**config.mk**
```make
export PLATFORM = sky130hd
export DESIGN_NAME = encoder_bldc_commutator_top_flat
export DESIGN_NICKNAME = d
export VERILOG_FILES = /design/src/rtl/ebc_pkg.sv /design/src/rtl/ebc_if.sv /design/src/rtl/encoder_bldc_commutator_top.sv /design/src/flat_wrapper.sv
export SDC_FILE = /design/constraint.sdc
export NUM_CORES = 1
export LEC_CHECK = 0
export ABC_AREA = 1
export BUFFER_PORTS_ARGS = -buffer_cell sky130_fd_sc_hd__buf_4
export CAP_MARGIN = 20
export CORE_ASPECT_RATIO = 0.5
export CORE_UTILIZATION = 30
export DETAILED_ROUTE_END_ITERATION = 8
export MAX_ROUTING_LAYER = met4
export SLEW_MARGIN = 20
export SYNTH_ARGS = -nofsm -noshare
export SYNTH_HDL_FRONTEND = slang
export SYNTH_SLANG_ARGS = --single-unit
```
**constraint.sdc**
```tcl
create_clock -name clk -period 9.2 [get_ports clk]
set_input_delay 1.84 -clock clk [delete_from_list [all_inputs] [get_ports clk]]
set_output_delay 1.84 -clock clk [all_outputs]
set_load 0.02 [all_outputs]
```
**src/rtl/ebc_pkg.sv**
```systemverilog
// Shared widths, register codes, reset values and phase tables for the commutator.
package ebc_pkg;

  localparam int ANGLE_W   = 14;
  localparam int DUTY_W    = 11;
  localparam int SECTOR_W  = 14;
  localparam int HALF_W    = 13;
  localparam int SEC_IDX_W = 3;
  localparam int PHASE_W   = 2;
  localparam int DRIVE_W   = 10;
  localparam int CFG_IDX_W = 3;
  localparam int CFG_W     = 14;

  localparam int ENCODER_LINES_DEF = 16384;
  localparam int DUTY_LIMIT        = 950;

  // largest distance between an angle and the shifted reference point
  localparam int REF_SPAN = (2 ** ANGLE_W - 1) + (2 ** HALF_W - 1);

  localparam int SECTORS = 6;
  localparam int FWD_ADJ = 1;
  // minus three is plus three modulo six
  localparam int REV_ADJ = 3;

  localparam logic [CFG_IDX_W-1:0] REG_START_POS  = 3'd0;
  localparam logic [CFG_IDX_W-1:0] REG_SECTOR_W   = 3'd1;
  localparam logic [CFG_IDX_W-1:0] REG_HALF_SEC   = 3'd2;
  localparam logic [CFG_IDX_W-1:0] REG_REV_TABLE  = 3'd3;
  localparam logic [CFG_IDX_W-1:0] REG_RUN_ENABLE = 3'd4;

  localparam logic [ANGLE_W-1:0]  START_POS_RST = 14'd13406;
  localparam logic [SECTOR_W-1:0] SECTOR_W_RST  = 14'd390;
  localparam logic [HALF_W-1:0]   HALF_SEC_RST  = 13'd195;

  localparam logic [PHASE_W-1:0] PH_A = 2'd0;
  localparam logic [PHASE_W-1:0] PH_B = 2'd1;
  localparam logic [PHASE_W-1:0] PH_C = 2'd2;

  typedef struct packed {
    logic [PHASE_W-1:0] high;
    logic [PHASE_W-1:0] low;
  } phase_pair_t;

  function automatic phase_pair_t phase_lookup(input logic rev,
                                               input logic [SEC_IDX_W-1:0] sec);
    phase_pair_t p;
    p = '{high: PH_A, low: PH_A};
    if (!rev) begin
      case (sec)
        3'd0: p = '{high: PH_A, low: PH_B};
        3'd1: p = '{high: PH_A, low: PH_C};
        3'd2: p = '{high: PH_B, low: PH_C};
        3'd3: p = '{high: PH_B, low: PH_A};
        3'd4: p = '{high: PH_C, low: PH_A};
        3'd5: p = '{high: PH_C, low: PH_B};
        default: p = '{high: PH_A, low: PH_A};
      endcase
    end else begin
      case (sec)
        3'd0: p = '{high: PH_C, low: PH_A};
        3'd1: p = '{high: PH_B, low: PH_A};
        3'd2: p = '{high: PH_B, low: PH_C};
        3'd3: p = '{high: PH_A, low: PH_C};
        3'd4: p = '{high: PH_A, low: PH_B};
        3'd5: p = '{high: PH_C, low: PH_B};
        default: p = '{high: PH_A, low: PH_A};
      endcase
    end
    return p;
  endfunction

endpackage

```
**src/rtl/ebc_if.sv**
```systemverilog
// Valid/ready channel interfaces for encoder requests and commutation results.
interface ebc_in_if import ebc_pkg::*; ();
  logic                     valid;
  logic                     ready;
  logic [ANGLE_W-1:0]       encoder_angle;
  logic signed [DUTY_W-1:0] duty_command;

  modport source (output valid, encoder_angle, duty_command, input ready);
  modport sink   (input valid, encoder_angle, duty_command, output ready);
endinterface

interface ebc_out_if import ebc_pkg::*; ();
  logic                 valid;
  logic                 ready;
  logic                 commutate;
  logic [SEC_IDX_W-1:0] sector_now;
  logic [PHASE_W-1:0]   high_phase;
  logic [PHASE_W-1:0]   low_phase;
  logic [DRIVE_W-1:0]   drive_duty;

  modport source (output valid, commutate, sector_now, high_phase, low_phase, drive_duty,
                  input ready);
  modport sink   (input valid, commutate, sector_now, high_phase, low_phase, drive_duty,
                  output ready);
endinterface

```
**src/rtl/encoder_bldc_commutator_top.sv**
```systemverilog
// Six-step commutator: encoder angle to sector, phases and clamped duty.
//
//   port    dir  handshake        payload
//   in_ch   in   valid/ready      encoder_angle, duty_command
//   out_ch  out  valid/ready      commutate, sector_now, high_phase, low_phase, drive_duty
//   cfg_*   in   cfg_we only      cfg_index, cfg_wdata
//
// The angle difference is wrapped modulo ENCODER_LINES by a reciprocal multiply and
// one correction subtract. One restoring divider then takes DW steps for the sector
// width, reducing the quotient modulo six bit by bit as it goes. A request is taken
// only in the idle state, so the next one waits until the sequencer has left ST_FIN.
// A new request is taken while a result still waits in the output register; a
// stalled result holds the sequencer in its final state. Synchronous reset
// restores the register defaults and clears the latched sector and duty.
module encoder_bldc_commutator_top import ebc_pkg::*; #(
  parameter int ENCODER_LINES = ENCODER_LINES_DEF
) (
  input  logic                 clk,
  input  logic                 rst_n,
  ebc_in_if.sink               in_ch,
  ebc_out_if.source            out_ch,
  input  logic                 cfg_we,
  input  logic [CFG_IDX_W-1:0] cfg_index,
  input  logic [CFG_W-1:0]     cfg_wdata
);

  // offset that keeps the wrapped difference non-negative
  localparam int OFF  = ((REF_SPAN + ENCODER_LINES - 1) / ENCODER_LINES) * ENCODER_LINES;
  localparam int VMAX = REF_SPAN + OFF;
  localparam int DW   = $clog2(VMAX + 1);
  localparam int DVW  = SECTOR_W;
  localparam int CW   = $clog2(DW);
  // floor(2^DW / lines): the quotient estimate is at most one below the true one
  localparam int RM   = (2 ** DW) / ENCODER_LINES;
  localparam int RMW  = $clog2(RM + 1);
  localparam int PW   = DW + RMW;
  localparam int R6W  = SEC_IDX_W + 1;

  typedef enum logic [1:0] {
    ST_IDLE,
    ST_MODL,
    ST_DIVW,
    ST_FIN
  } state_t;

  state_t state_r;

  logic [ANGLE_W-1:0]  start_pos_r;
  logic [SECTOR_W-1:0] sector_width_r;
  logic [HALF_W-1:0]   half_sec_r;
  logic                rev_table_r;
  logic                run_enable_r;

  logic [SEC_IDX_W-1:0] last_sector_r;
  logic [DRIVE_W-1:0]   applied_duty_r;

  logic [DW-1:0]        div_r;
  logic [DVW-1:0]       rem_r;
  logic [DVW-1:0]       dvs_r;
  logic [CW-1:0]        cnt_r;
  logic [SEC_IDX_W-1:0] r6_r;
  logic                 fwd_r;
  logic [DRIVE_W-1:0]   mag_r;

  logic                 out_valid_r;
  logic                 out_commutate_r;
  logic [SEC_IDX_W-1:0] out_sector_r;
  logic [PHASE_W-1:0]   out_high_r;
  logic [PHASE_W-1:0]   out_low_r;
  logic [DRIVE_W-1:0]   out_duty_r;

  // divider step
  logic [DVW:0]    trial;
  logic            qbit;
  logic [DVW:0]    rem_diff;
  logic [DVW-1:0]  rem_step;
  logic [DW-1:0]   quot_step;

  // quotient modulo six, one quotient bit per step
  logic [R6W-1:0]       r6_dbl;
  logic [R6W-1:0]       r6_sub;
  logic [SEC_IDX_W-1:0] r6_step;
  logic [R6W-1:0]       sec_sum;
  logic [R6W-1:0]       sec_sub;
  logic [SEC_IDX_W-1:0] sector_calc;

  // request setup
  logic               fwd_in;
  logic [DW-1:0]      base_in;
  logic [DW-1:0]      v_init;
  logic [DUTY_W-1:0]  duty_abs;
  logic [DRIVE_W-1:0] mag_in;
  logic [DVW-1:0]     width_eff;
  logic [R6W-1:0]     sec_adj;

  // wrap modulo the line count
  logic [PW-1:0]  wrap_prod;
  logic [RMW-1:0] wrap_q;
  logic [DW-1:0]  wrap_r;
  logic [DW-1:0]  wrap_diff;

  // commit
  logic [SEC_IDX_W-1:0] sector_new;
  logic                 commit;
  logic [SEC_IDX_W-1:0] last_sector_nxt;
  logic [DRIVE_W-1:0]   applied_duty_nxt;
  phase_pair_t          phases_nxt;
  logic                 out_free;

  always_comb begin
    trial     = {rem_r, div_r[DW-1]};
    qbit      = (trial >= {1'b0, dvs_r});
    rem_diff  = trial - {1'b0, dvs_r};
    rem_step  = qbit ? rem_diff[DVW-1:0] : trial[DVW-1:0];
    quot_step = {div_r[DW-2:0], qbit};

    r6_dbl      = {r6_r, qbit};
    r6_sub      = r6_dbl - R6W'(SECTORS);
    r6_step     = (r6_dbl >= R6W'(SECTORS)) ? r6_sub[SEC_IDX_W-1:0] : r6_dbl[SEC_IDX_W-1:0];
    sec_sum     = R6W'(r6_step) + sec_adj;
    sec_sub     = sec_sum - R6W'(SECTORS);
    sector_calc = (sec_sum >= R6W'(SECTORS)) ? sec_sub[SEC_IDX_W-1:0]
                                             : sec_sum[SEC_IDX_W-1:0];
  end

  always_comb begin
    fwd_in  = in_ch.duty_command[DUTY_W-1];
    base_in = DW'(in_ch.encoder_angle) + DW'(OFF) - DW'(start_pos_r);
    v_init  = fwd_in ? (base_in - DW'(half_sec_r)) : (base_in + DW'(half_sec_r));
    // magnitude of the most negative code fits as an unsigned value
    duty_abs = fwd_in ? (~in_ch.duty_command + 1'b1) : in_ch.duty_command;
    mag_in   = (duty_abs > DUTY_W'(DUTY_LIMIT)) ? DRIVE_W'(DUTY_LIMIT)
                                                  : duty_abs[DRIVE_W-1:0];
    width_eff = (sector_width_r == '0) ? DVW'(1) : DVW'(sector_width_r);
    sec_adj   = fwd_r ? R6W'(FWD_ADJ) : R6W'(REV_ADJ);

    wrap_prod = PW'(div_r) * PW'(RM);
    wrap_q    = wrap_prod[PW-1:DW];
    wrap_r    = div_r - DW'(wrap_q) * DW'(ENCODER_LINES);
    wrap_diff = (wrap_r >= DW'(ENCODER_LINES)) ? (wrap_r - DW'(ENCODER_LINES)) : wrap_r;
  end

  always_comb begin
    sector_new       = rem_r[SEC_IDX_W-1:0];
    commit           = run_enable_r && (sector_new != last_sector_r);
    last_sector_nxt  = commit ? sector_new : last_sector_r;
    applied_duty_nxt = commit ? mag_r : applied_duty_r;
    phases_nxt       = phase_lookup(rev_table_r, last_sector_nxt);
    out_free         = !out_valid_r || out_ch.ready;
  end

  always_ff @(posedge clk) begin
    if (!rst_n) begin
      state_r        <= ST_IDLE;
      out_valid_r    <= 1'b0;
      start_pos_r    <= START_POS_RST;
      sector_width_r <= SECTOR_W_RST;
      half_sec_r     <= HALF_SEC_RST;
      rev_table_r    <= 1'b0;
      run_enable_r   <= 1'b1;
      last_sector_r  <= '0;
      applied_duty_r <= '0;
    end else begin
      if (cfg_we) begin
        case (cfg_index)
          REG_START_POS:  start_pos_r    <= cfg_wdata[ANGLE_W-1:0];
          REG_SECTOR_W:   sector_width_r <= cfg_wdata[SECTOR_W-1:0];
          REG_HALF_SEC:   half_sec_r     <= cfg_wdata[HALF_W-1:0];
          REG_REV_TABLE:  rev_table_r    <= cfg_wdata[0];
          REG_RUN_ENABLE: run_enable_r   <= cfg_wdata[0];
          default: ;
        endcase
      end

      // in the final state the result register is reloaded instead
      if (out_valid_r && out_ch.ready && (state_r != ST_FIN)) begin
        out_valid_r <= 1'b0;
      end

      case (state_r)
        ST_IDLE: begin
          if (in_ch.valid) begin
            div_r   <= v_init;
            fwd_r   <= fwd_in;
            mag_r   <= mag_in;
            state_r <= ST_MODL;
          end
        end
        ST_MODL: begin
          // wrapped difference becomes the dividend of the sector-width pass
          div_r   <= wrap_diff;
          rem_r   <= '0;
          r6_r    <= '0;
          dvs_r   <= width_eff;
          cnt_r   <= CW'(DW - 1);
          state_r <= ST_DIVW;
        end
        ST_DIVW: begin
          div_r <= quot_step;
          r6_r  <= r6_step;
          if (cnt_r == '0) begin
            // sector waits in the remainder register until it is committed
            rem_r   <= DVW'(sector_calc);
            state_r <= ST_FIN;
          end else begin
            rem_r <= rem_step;
            cnt_r <= cnt_r - 1'b1;
          end
        end
        ST_FIN: begin
          if (out_free) begin
            last_sector_r   <= last_sector_nxt;
            applied_duty_r  <= applied_duty_nxt;
            out_valid_r     <= 1'b1;
            out_commutate_r <= commit;
            out_sector_r    <= last_sector_nxt;
            out_high_r      <= phases_nxt.high;
            out_low_r       <= phases_nxt.low;
            out_duty_r      <= applied_duty_nxt;
            state_r         <= ST_IDLE;
          end
        end
        default: state_r <= ST_IDLE;
      endcase
    end
  end

  assign in_ch.ready       = (state_r == ST_IDLE);
  assign out_ch.valid      = out_valid_r;
  assign out_ch.commutate  = out_commutate_r;
  assign out_ch.sector_now = out_sector_r;
  assign out_ch.high_phase = out_high_r;
  assign out_ch.low_phase  = out_low_r;
  assign out_ch.drive_duty = out_duty_r;

endmodule
```
**src/flat_wrapper.sv**
```systemverilog
// flat-port wrapper written by rule: the top's interface ports become plain ports
module encoder_bldc_commutator_top_flat import ebc_pkg::*;
#(
  parameter int ENCODER_LINES = ENCODER_LINES_DEF
)
  (clk, rst_n, cfg_we, cfg_index, cfg_wdata, in_ch_valid, in_ch_encoder_angle, in_ch_duty_command, in_ch_ready, out_ch_valid, out_ch_commutate, out_ch_sector_now, out_ch_high_phase, out_ch_low_phase, out_ch_drive_duty, out_ch_ready);
  ebc_in_if in_ch_i ();
  ebc_out_if out_ch_i ();
  input  logic clk;
  input  logic rst_n;
  input  logic cfg_we;
  input  logic [CFG_IDX_W-1:0] cfg_index;
  input  logic [CFG_W-1:0] cfg_wdata;
  input wire logic [$bits(in_ch_i.valid)-1:0] in_ch_valid;
  input wire logic [$bits(in_ch_i.encoder_angle)-1:0] in_ch_encoder_angle;
  input wire logic [$bits(in_ch_i.duty_command)-1:0] in_ch_duty_command;
  output wire logic [$bits(in_ch_i.ready)-1:0] in_ch_ready;
  output wire logic [$bits(out_ch_i.valid)-1:0] out_ch_valid;
  output wire logic [$bits(out_ch_i.commutate)-1:0] out_ch_commutate;
  output wire logic [$bits(out_ch_i.sector_now)-1:0] out_ch_sector_now;
  output wire logic [$bits(out_ch_i.high_phase)-1:0] out_ch_high_phase;
  output wire logic [$bits(out_ch_i.low_phase)-1:0] out_ch_low_phase;
  output wire logic [$bits(out_ch_i.drive_duty)-1:0] out_ch_drive_duty;
  input wire logic [$bits(out_ch_i.ready)-1:0] out_ch_ready;
  assign in_ch_i.valid = in_ch_valid;
  assign in_ch_i.encoder_angle = in_ch_encoder_angle;
  assign in_ch_i.duty_command = in_ch_duty_command;
  assign in_ch_ready = in_ch_i.ready;
  assign out_ch_valid = out_ch_i.valid;
  assign out_ch_commutate = out_ch_i.commutate;
  assign out_ch_sector_now = out_ch_i.sector_now;
  assign out_ch_high_phase = out_ch_i.high_phase;
  assign out_ch_low_phase = out_ch_i.low_phase;
  assign out_ch_drive_duty = out_ch_i.drive_duty;
  assign out_ch_i.ready = out_ch_ready;
  encoder_bldc_commutator_top #(.ENCODER_LINES(ENCODER_LINES)) u_core (.clk(clk), .rst_n(rst_n), .in_ch(in_ch_i), .out_ch(out_ch_i), .cfg_we(cfg_we), .cfg_index(cfg_index), .cfg_wdata(cfg_wdata));
endmodule
```
## After elaboration in Yosys (flattened, before gate mapping)

Index checks and enable logic that the tools add are counted.

- Divide/modulo/power cells: 0
- Bitwise operators: 1
- $lt $le $gt $ge: 5
- Add/subtract/negate cells: 12
- Eq/ne operators: 18
- Shifts and indexed selects: 0
- Muxes and demuxes: 26
- Multiply operators: 0
- Reduce and logical (&&, ||, !) cells: 25

Operators with widths:

| cell | count |
|---|---|
| two-way mux 16 bit | 3 |
| one-hot mux 16 bit (3 select lines) | 1 |
| one-hot mux 4 bit (6 select lines) | 2 |
| two-way mux 14 bit | 2 |
| one-hot mux 14 bit (2 select lines) | 1 |
| adder 14 x 16 -> 16 bit, second input constant | 1 |
| adder 16 x 13 -> 16 bit | 1 |
| >= comparator 16 x 15 -> 1 bit, second input constant | 1 |
| AND reduction 2 bit | 8 |
| subtractor 16 x 13 -> 16 bit | 1 |
| subtractor 16 x 14 -> 16 bit | 1 |
| subtractor 16 x 15 -> 16 bit, second input constant | 1 |
| subtractor 16 bit | 1 |
| >= comparator 15 x 14 -> 1 bit | 1 |
| AND reduction 3 bit | 5 |
| zero test 14 bit | 1 |
| subtractor 14 bit | 1 |
| == test 3 x 2 -> 1 bit, second input constant | 4 |
| adder 11 x 1 -> 11 bit, second input constant | 1 |
| > comparator 11 x 10 -> 1 bit, second input constant | 1 |
| two-way mux 11 bit | 1 |
| inverter 11 bit | 1 |
| two-way mux 10 bit | 1 |
| == test 3 bit, second input constant | 3 |
| other kinds (25) | 43 |

- Memory bits (writable): 0
- Memories: 0
- Latch bits: 0
- Input port bits: 47
- Memory bits (read-only): 0
- Register bits after elaboration: 139

## Depth between registers and ports, before layout

- Depth after elaboration: 8
- Gate-level depth with buffers: 22

## Least setup slack after synthesis

Ideal clock, no wire load.

- Path type: input to register
- Start point: input port in_ch_encoder_angle[0]
- End point: register u_core.div_r[15], data pin
- Required time: 8.947 ns
- Path slack: 4.831 ns
- Arrival: 4.116 ns
- Path buffers: 0
- Stages on the path: 16
- Cell sequence: inv_1 > ha_1 > inv_1 > fa_1 > a31o_2 > nand3_1 > o2111ai_1 > xor2_1 > ha_1 > a21o_1 > a21boi_0 > nand2_1 > a21oi_1 > nand3_1 > nand3_1 > nand2_1

- Cells in the longest elaborated chain, start to end: 6
- Elaborated cells on any way between the ends: 7
- Those cells by class: add/sub: 4; mux: 3

Ends and longest elaborated chain:

| item | RTL line | RTL |
|---|---|---|
| start: declaration | flat_wrapper.sv:15 | `input wire logic [$bits(in_ch_i.encoder_angle)-1:0] in_ch_encoder_angle;` |
| adder 14 x 16 -> 16 bit (*) | encoder_bldc_commutator_top.sv:128 | `base_in = DW'(in_ch.encoder_angle) + DW'(OFF) - DW'(start_pos_r);` |
| subtractor 16 x 14 -> 16 bit (*) | encoder_bldc_commutator_top.sv:128 |  |
| adder 16 x 13 -> 16 bit / subtractor 16 x 13 -> 16 bit (equally long branches) | encoder_bldc_commutator_top.sv:129 | `v_init = fwd_in ? (base_in - DW'(half_sec_r)) : (base_in + DW'(half_sec_r));` |
| two-way mux 16 bit (*) | encoder_bldc_commutator_top.sv:129 |  |
| two-way mux 16 bit (*) | encoder_bldc_commutator_top.sv:182 | `if (in_ch.valid) begin` |
| one-hot mux 16 bit (3 select lines) (*) | encoder_bldc_commutator_top.sv:180 | `case (state_r)` |
| end signal: assignment | encoder_bldc_commutator_top.sv:183 | `div_r <= v_init;` |
| end signal: assignment | encoder_bldc_commutator_top.sv:191 | `div_r <= wrap_diff;` |
| end signal: assignment | encoder_bldc_commutator_top.sv:199 | `div_r <= quot_step;` |
| end: declaration | encoder_bldc_commutator_top.sv:57 | `logic [DW-1:0] div_r;` |

Mark *: on every way between the ends. The rest lies on a longest branch, timed or not. The select of a mux whose other input is x is not followed.
A chain may end at the register's enable or synchronous reset.

## Worst setup path after layout

Same ends and word-level chain as after synthesis.

==> summary.txt <==
Status -> completed
Number of synthesized flops with an enable pin -> 80
Count of state elements after synthesis -> 139
Die width -> 240 um
Leakage power -> 4.52 nW
RSZ-0062 raised after global routing -> false
Design Area, Final -> 0.00992 mm^2
FILL cells -> 2910
Post-CTS Hold Buffers -> 0
Yosys cell types -> 51
Peak supply drop -> 0.000139 V
Area taken by multi-input logic gates -> 0.00415 mm^2
Hold Path Origin -> u_core.start_pos_r[7]
Top FF cell, synth -> edfxtp_1
Final period utilization -> 0.473
Most common cell after layout, fill and taps aside -> nand2_1
Number of CTS-inserted buffers -> 17
DP Worst Slack -> 4.34 ns
Slew Limit Fails -> 0
Power after layout -> 2.37 mW
Area delta synth->final -> 16.6%
Post-Syn Instances -> 1074
CTS tree -> built
Clock Sinks -> 139
# diodes -> 0
Post-Route WL -> 20.0 mm
Post-synthesis cell area -> 0.00851 mm^2
Critical Path End Type -> flip-flop
Initial Util -> 0.306
First-pass GRT wire length -> 33.3 mm
Most frequent cells in the layout -> 220 x nand2_1, 153 x inv_1, 97 x nor2_1, 80 x edfxtp_1, 78 x o21ai_0
CP arrival -> 4.56 ns
# IOs -> 67
R2R cell count -> 18
F_max -> 230 MHz
Fin. Hold Viols -> 0
Area after DPL -> 0.00933 mm^2
Grt ovf -> 0
Async set-reset flop share out of synthesis -> 0
Routed wire per std cell -> 13.2 um
Critical path launch point type -> input pin
Vias in the first global route -> 6648
GRT Overall Usage -> 0.150
Layout cells sized above 1 -> 0.121
Setup bufs post-CTS -> 0
CORE AREA -> 0.0278 mm^2
Hpwl dp -> 15.4 mm
Ys Warns -> 0
Hold worst-path end -> u_core.start_pos_r[7]
Die height -> 121 um
DRT iter0 DRCs -> 527
Total negative setup slack -> 0 ns
HP Class -> reg2reg
Required @ worst endpoint -> 9.41 ns
Kind of critical path -> in2reg
H-tree depth -> 4
Maximum buffer depth of the clock tree -> 2
Drt via density -> 4.61
Max cap viols -> 0
Worst Path Max Fanout -> 4
Sequential fraction of the synthesis area -> 0.421
Cell Pwr Density -> 239 mW/mm^2
CTS Root Cell -> clkbuf_16
Shortest period the worst path allows -> 4.35 ns
Worst rel slew slack -> 0.373
Final ANT Viol Nets -> 0
CTS clk-pin slew, worst paths -> 0.07 ns
Worst setup margin -> 4.85 ns
Post-CTS Resized -> 0
Die area -> 0.0291 mm^2
Reg area -> 0.00358 mm^2
Post-Syn Area per Cell -> 7.92 um^2
RD Place Congestion -> 0.895
Worst-Skew Late Latency -> 0.45 ns
Min Hold Slack -> 0.466 ns
Largest net degree at the start of global routing -> 48
Port Buffers -> 66
First-pass iteration count of the detailed router -> 5
Row count -> 43
Reg-to-Reg End -> u_core.rem_r[1]
Net count after synthesis -> 1178
Vias -> 6992
Clk_skew -> 0.0133 ns
# setup viols final -> 0
Launch point of the worst reg-to-reg path -> u_core.rem_r[1]
R2r setup slk -> 5.64 ns
Hold Path Stages -> 2
Layout net count -> 1227
Worst-margin pin slew -> 0.938 ns
Antenna violations before repair -> 0
DRC viols -> 0
==> worst max-delay path, stage by stage <==
cell and delay, ns:
buf_4 0.11, inv_1 0.06, ha_1 0.14, inv_1 0.06, fa_1 0.42, a21oi_1 0.24, o21ai_1 0.12, nand2_1 0.07
nand2_1 0.05, xor2_1 0.15, ha_1 0.34, a21oi_1 0.25, o21ai_0 0.14, nand2_1 0.08, nand2_1 0.05, a21oi_1 0.19
nand3_1 0.10, nand3_1 0.08, nand2_1 0.05
==> area by class of cell <==
cell class	count	area share
inverter	161	0.0612
timing repair buffer	68	0.0515
tap	382	0.0482
clock inverter	15	0.0170
sequential	139	0.361
multi-input combinational	736	0.418
clock buffer	17	0.0429
==> Yosys cell counts (13+ instances only) <==
cell	count	area share
o21ai_1	22	0.013
nand3_1	44	0.026
nand2_1	220	0.097
xnor2_1	15	0.015
inv_1	153	0.068
xor2_1	25	0.026
edfxtp_1	80	0.28
nor2_1	97	0.043
nor3_1	13	0.0076
dfxtp_1	59	0.14
a21oi_1	76	0.045
ha_1	53	0.078
o211ai_1	14	0.012
clkbuf_1	26	0.011
o21ai_0	78	0.046
==> kinds of logic (layout without fill, tap and decap cells) <==
logic type / Yosys count / count (layout) / synth area share
xor gates and xnor gates: 40 / 40 / 0.0412
and+or+nand+nor: 413 / 413 / 0.209
adders and majority gates: 57 / 57 / 0.0874
buffers and inverters: 199 / 261 / 0.0918
AOI/OAI and AO/OA: 226 / 226 / 0.150
DFF: 139 / 139 / 0.421
==> registers in the layout, indices dropped and copies added, names as in the netlist, 4 cells and up <==
register,count
u_core.applied_duty_r,10
u_core.cnt_r,4
u_core.div_r,16
u_core.dvs_r,14
u_core.half_sec_r,13
u_core.mag_r,10
u_core.out_ch.drive_duty,10
u_core.rem_r,14
u_core.sector_width_r,14
u_core.start_pos_r,14
==> per-stage QoR <==
stage / util / std cells
floorplan: - / 1074
global placement: 0.336 / 1486
detailed placement: 0.336 / 1486
CTS: 0.357 / 1518
global route: 0.357 / 1518
finish: 0.357 / 1518
==> layer usage <==
layer,routed length (um),GRT usage,vias up
met5,0,-,-
met4,250,0.0454,0
met3,768,0.0305,20
met2,9010,0.230,118
met1,9940,0.199,3204
li1,-,-,3650
==> power breakdown <==
group | internal (mW) | switching, mW | leakage [nW]
clock | 0.388 | 0.313 | 0.292
sequential | 0.806 | 0.0452 | 1.21
combinational | 0.282 | 0.536 | 3.01
==> worst max-delay path by stage <==
| stage | slack (ns) | startpoint | endpoint | cells after the start |
|---|---|---|---|---|
| 2_1_floorplan | 4.83 | in_ch_encoder_angle[0] | u_core.div_r[15] | 16 |
| 6_report | 4.85 | in_ch_encoder_angle[0] | u_core.div_r[15] | 19 |
| 5_1_grt | 4.53 | in_ch_encoder_angle[0] | u_core.div_r[15] | 19 |
| 3_5_place_dp | 4.34 | in_ch_encoder_angle[0] | u_core.div_r[15] | 19 |
| 3_3_place_gp | 4.44 | in_ch_encoder_angle[0] | u_core.div_r[15] | 19 |
| 4_1_cts | 4.83 | in_ch_encoder_angle[0] | u_core.div_r[15] | 19 |
No activity file was read; power rests on OpenSTA's default activity.
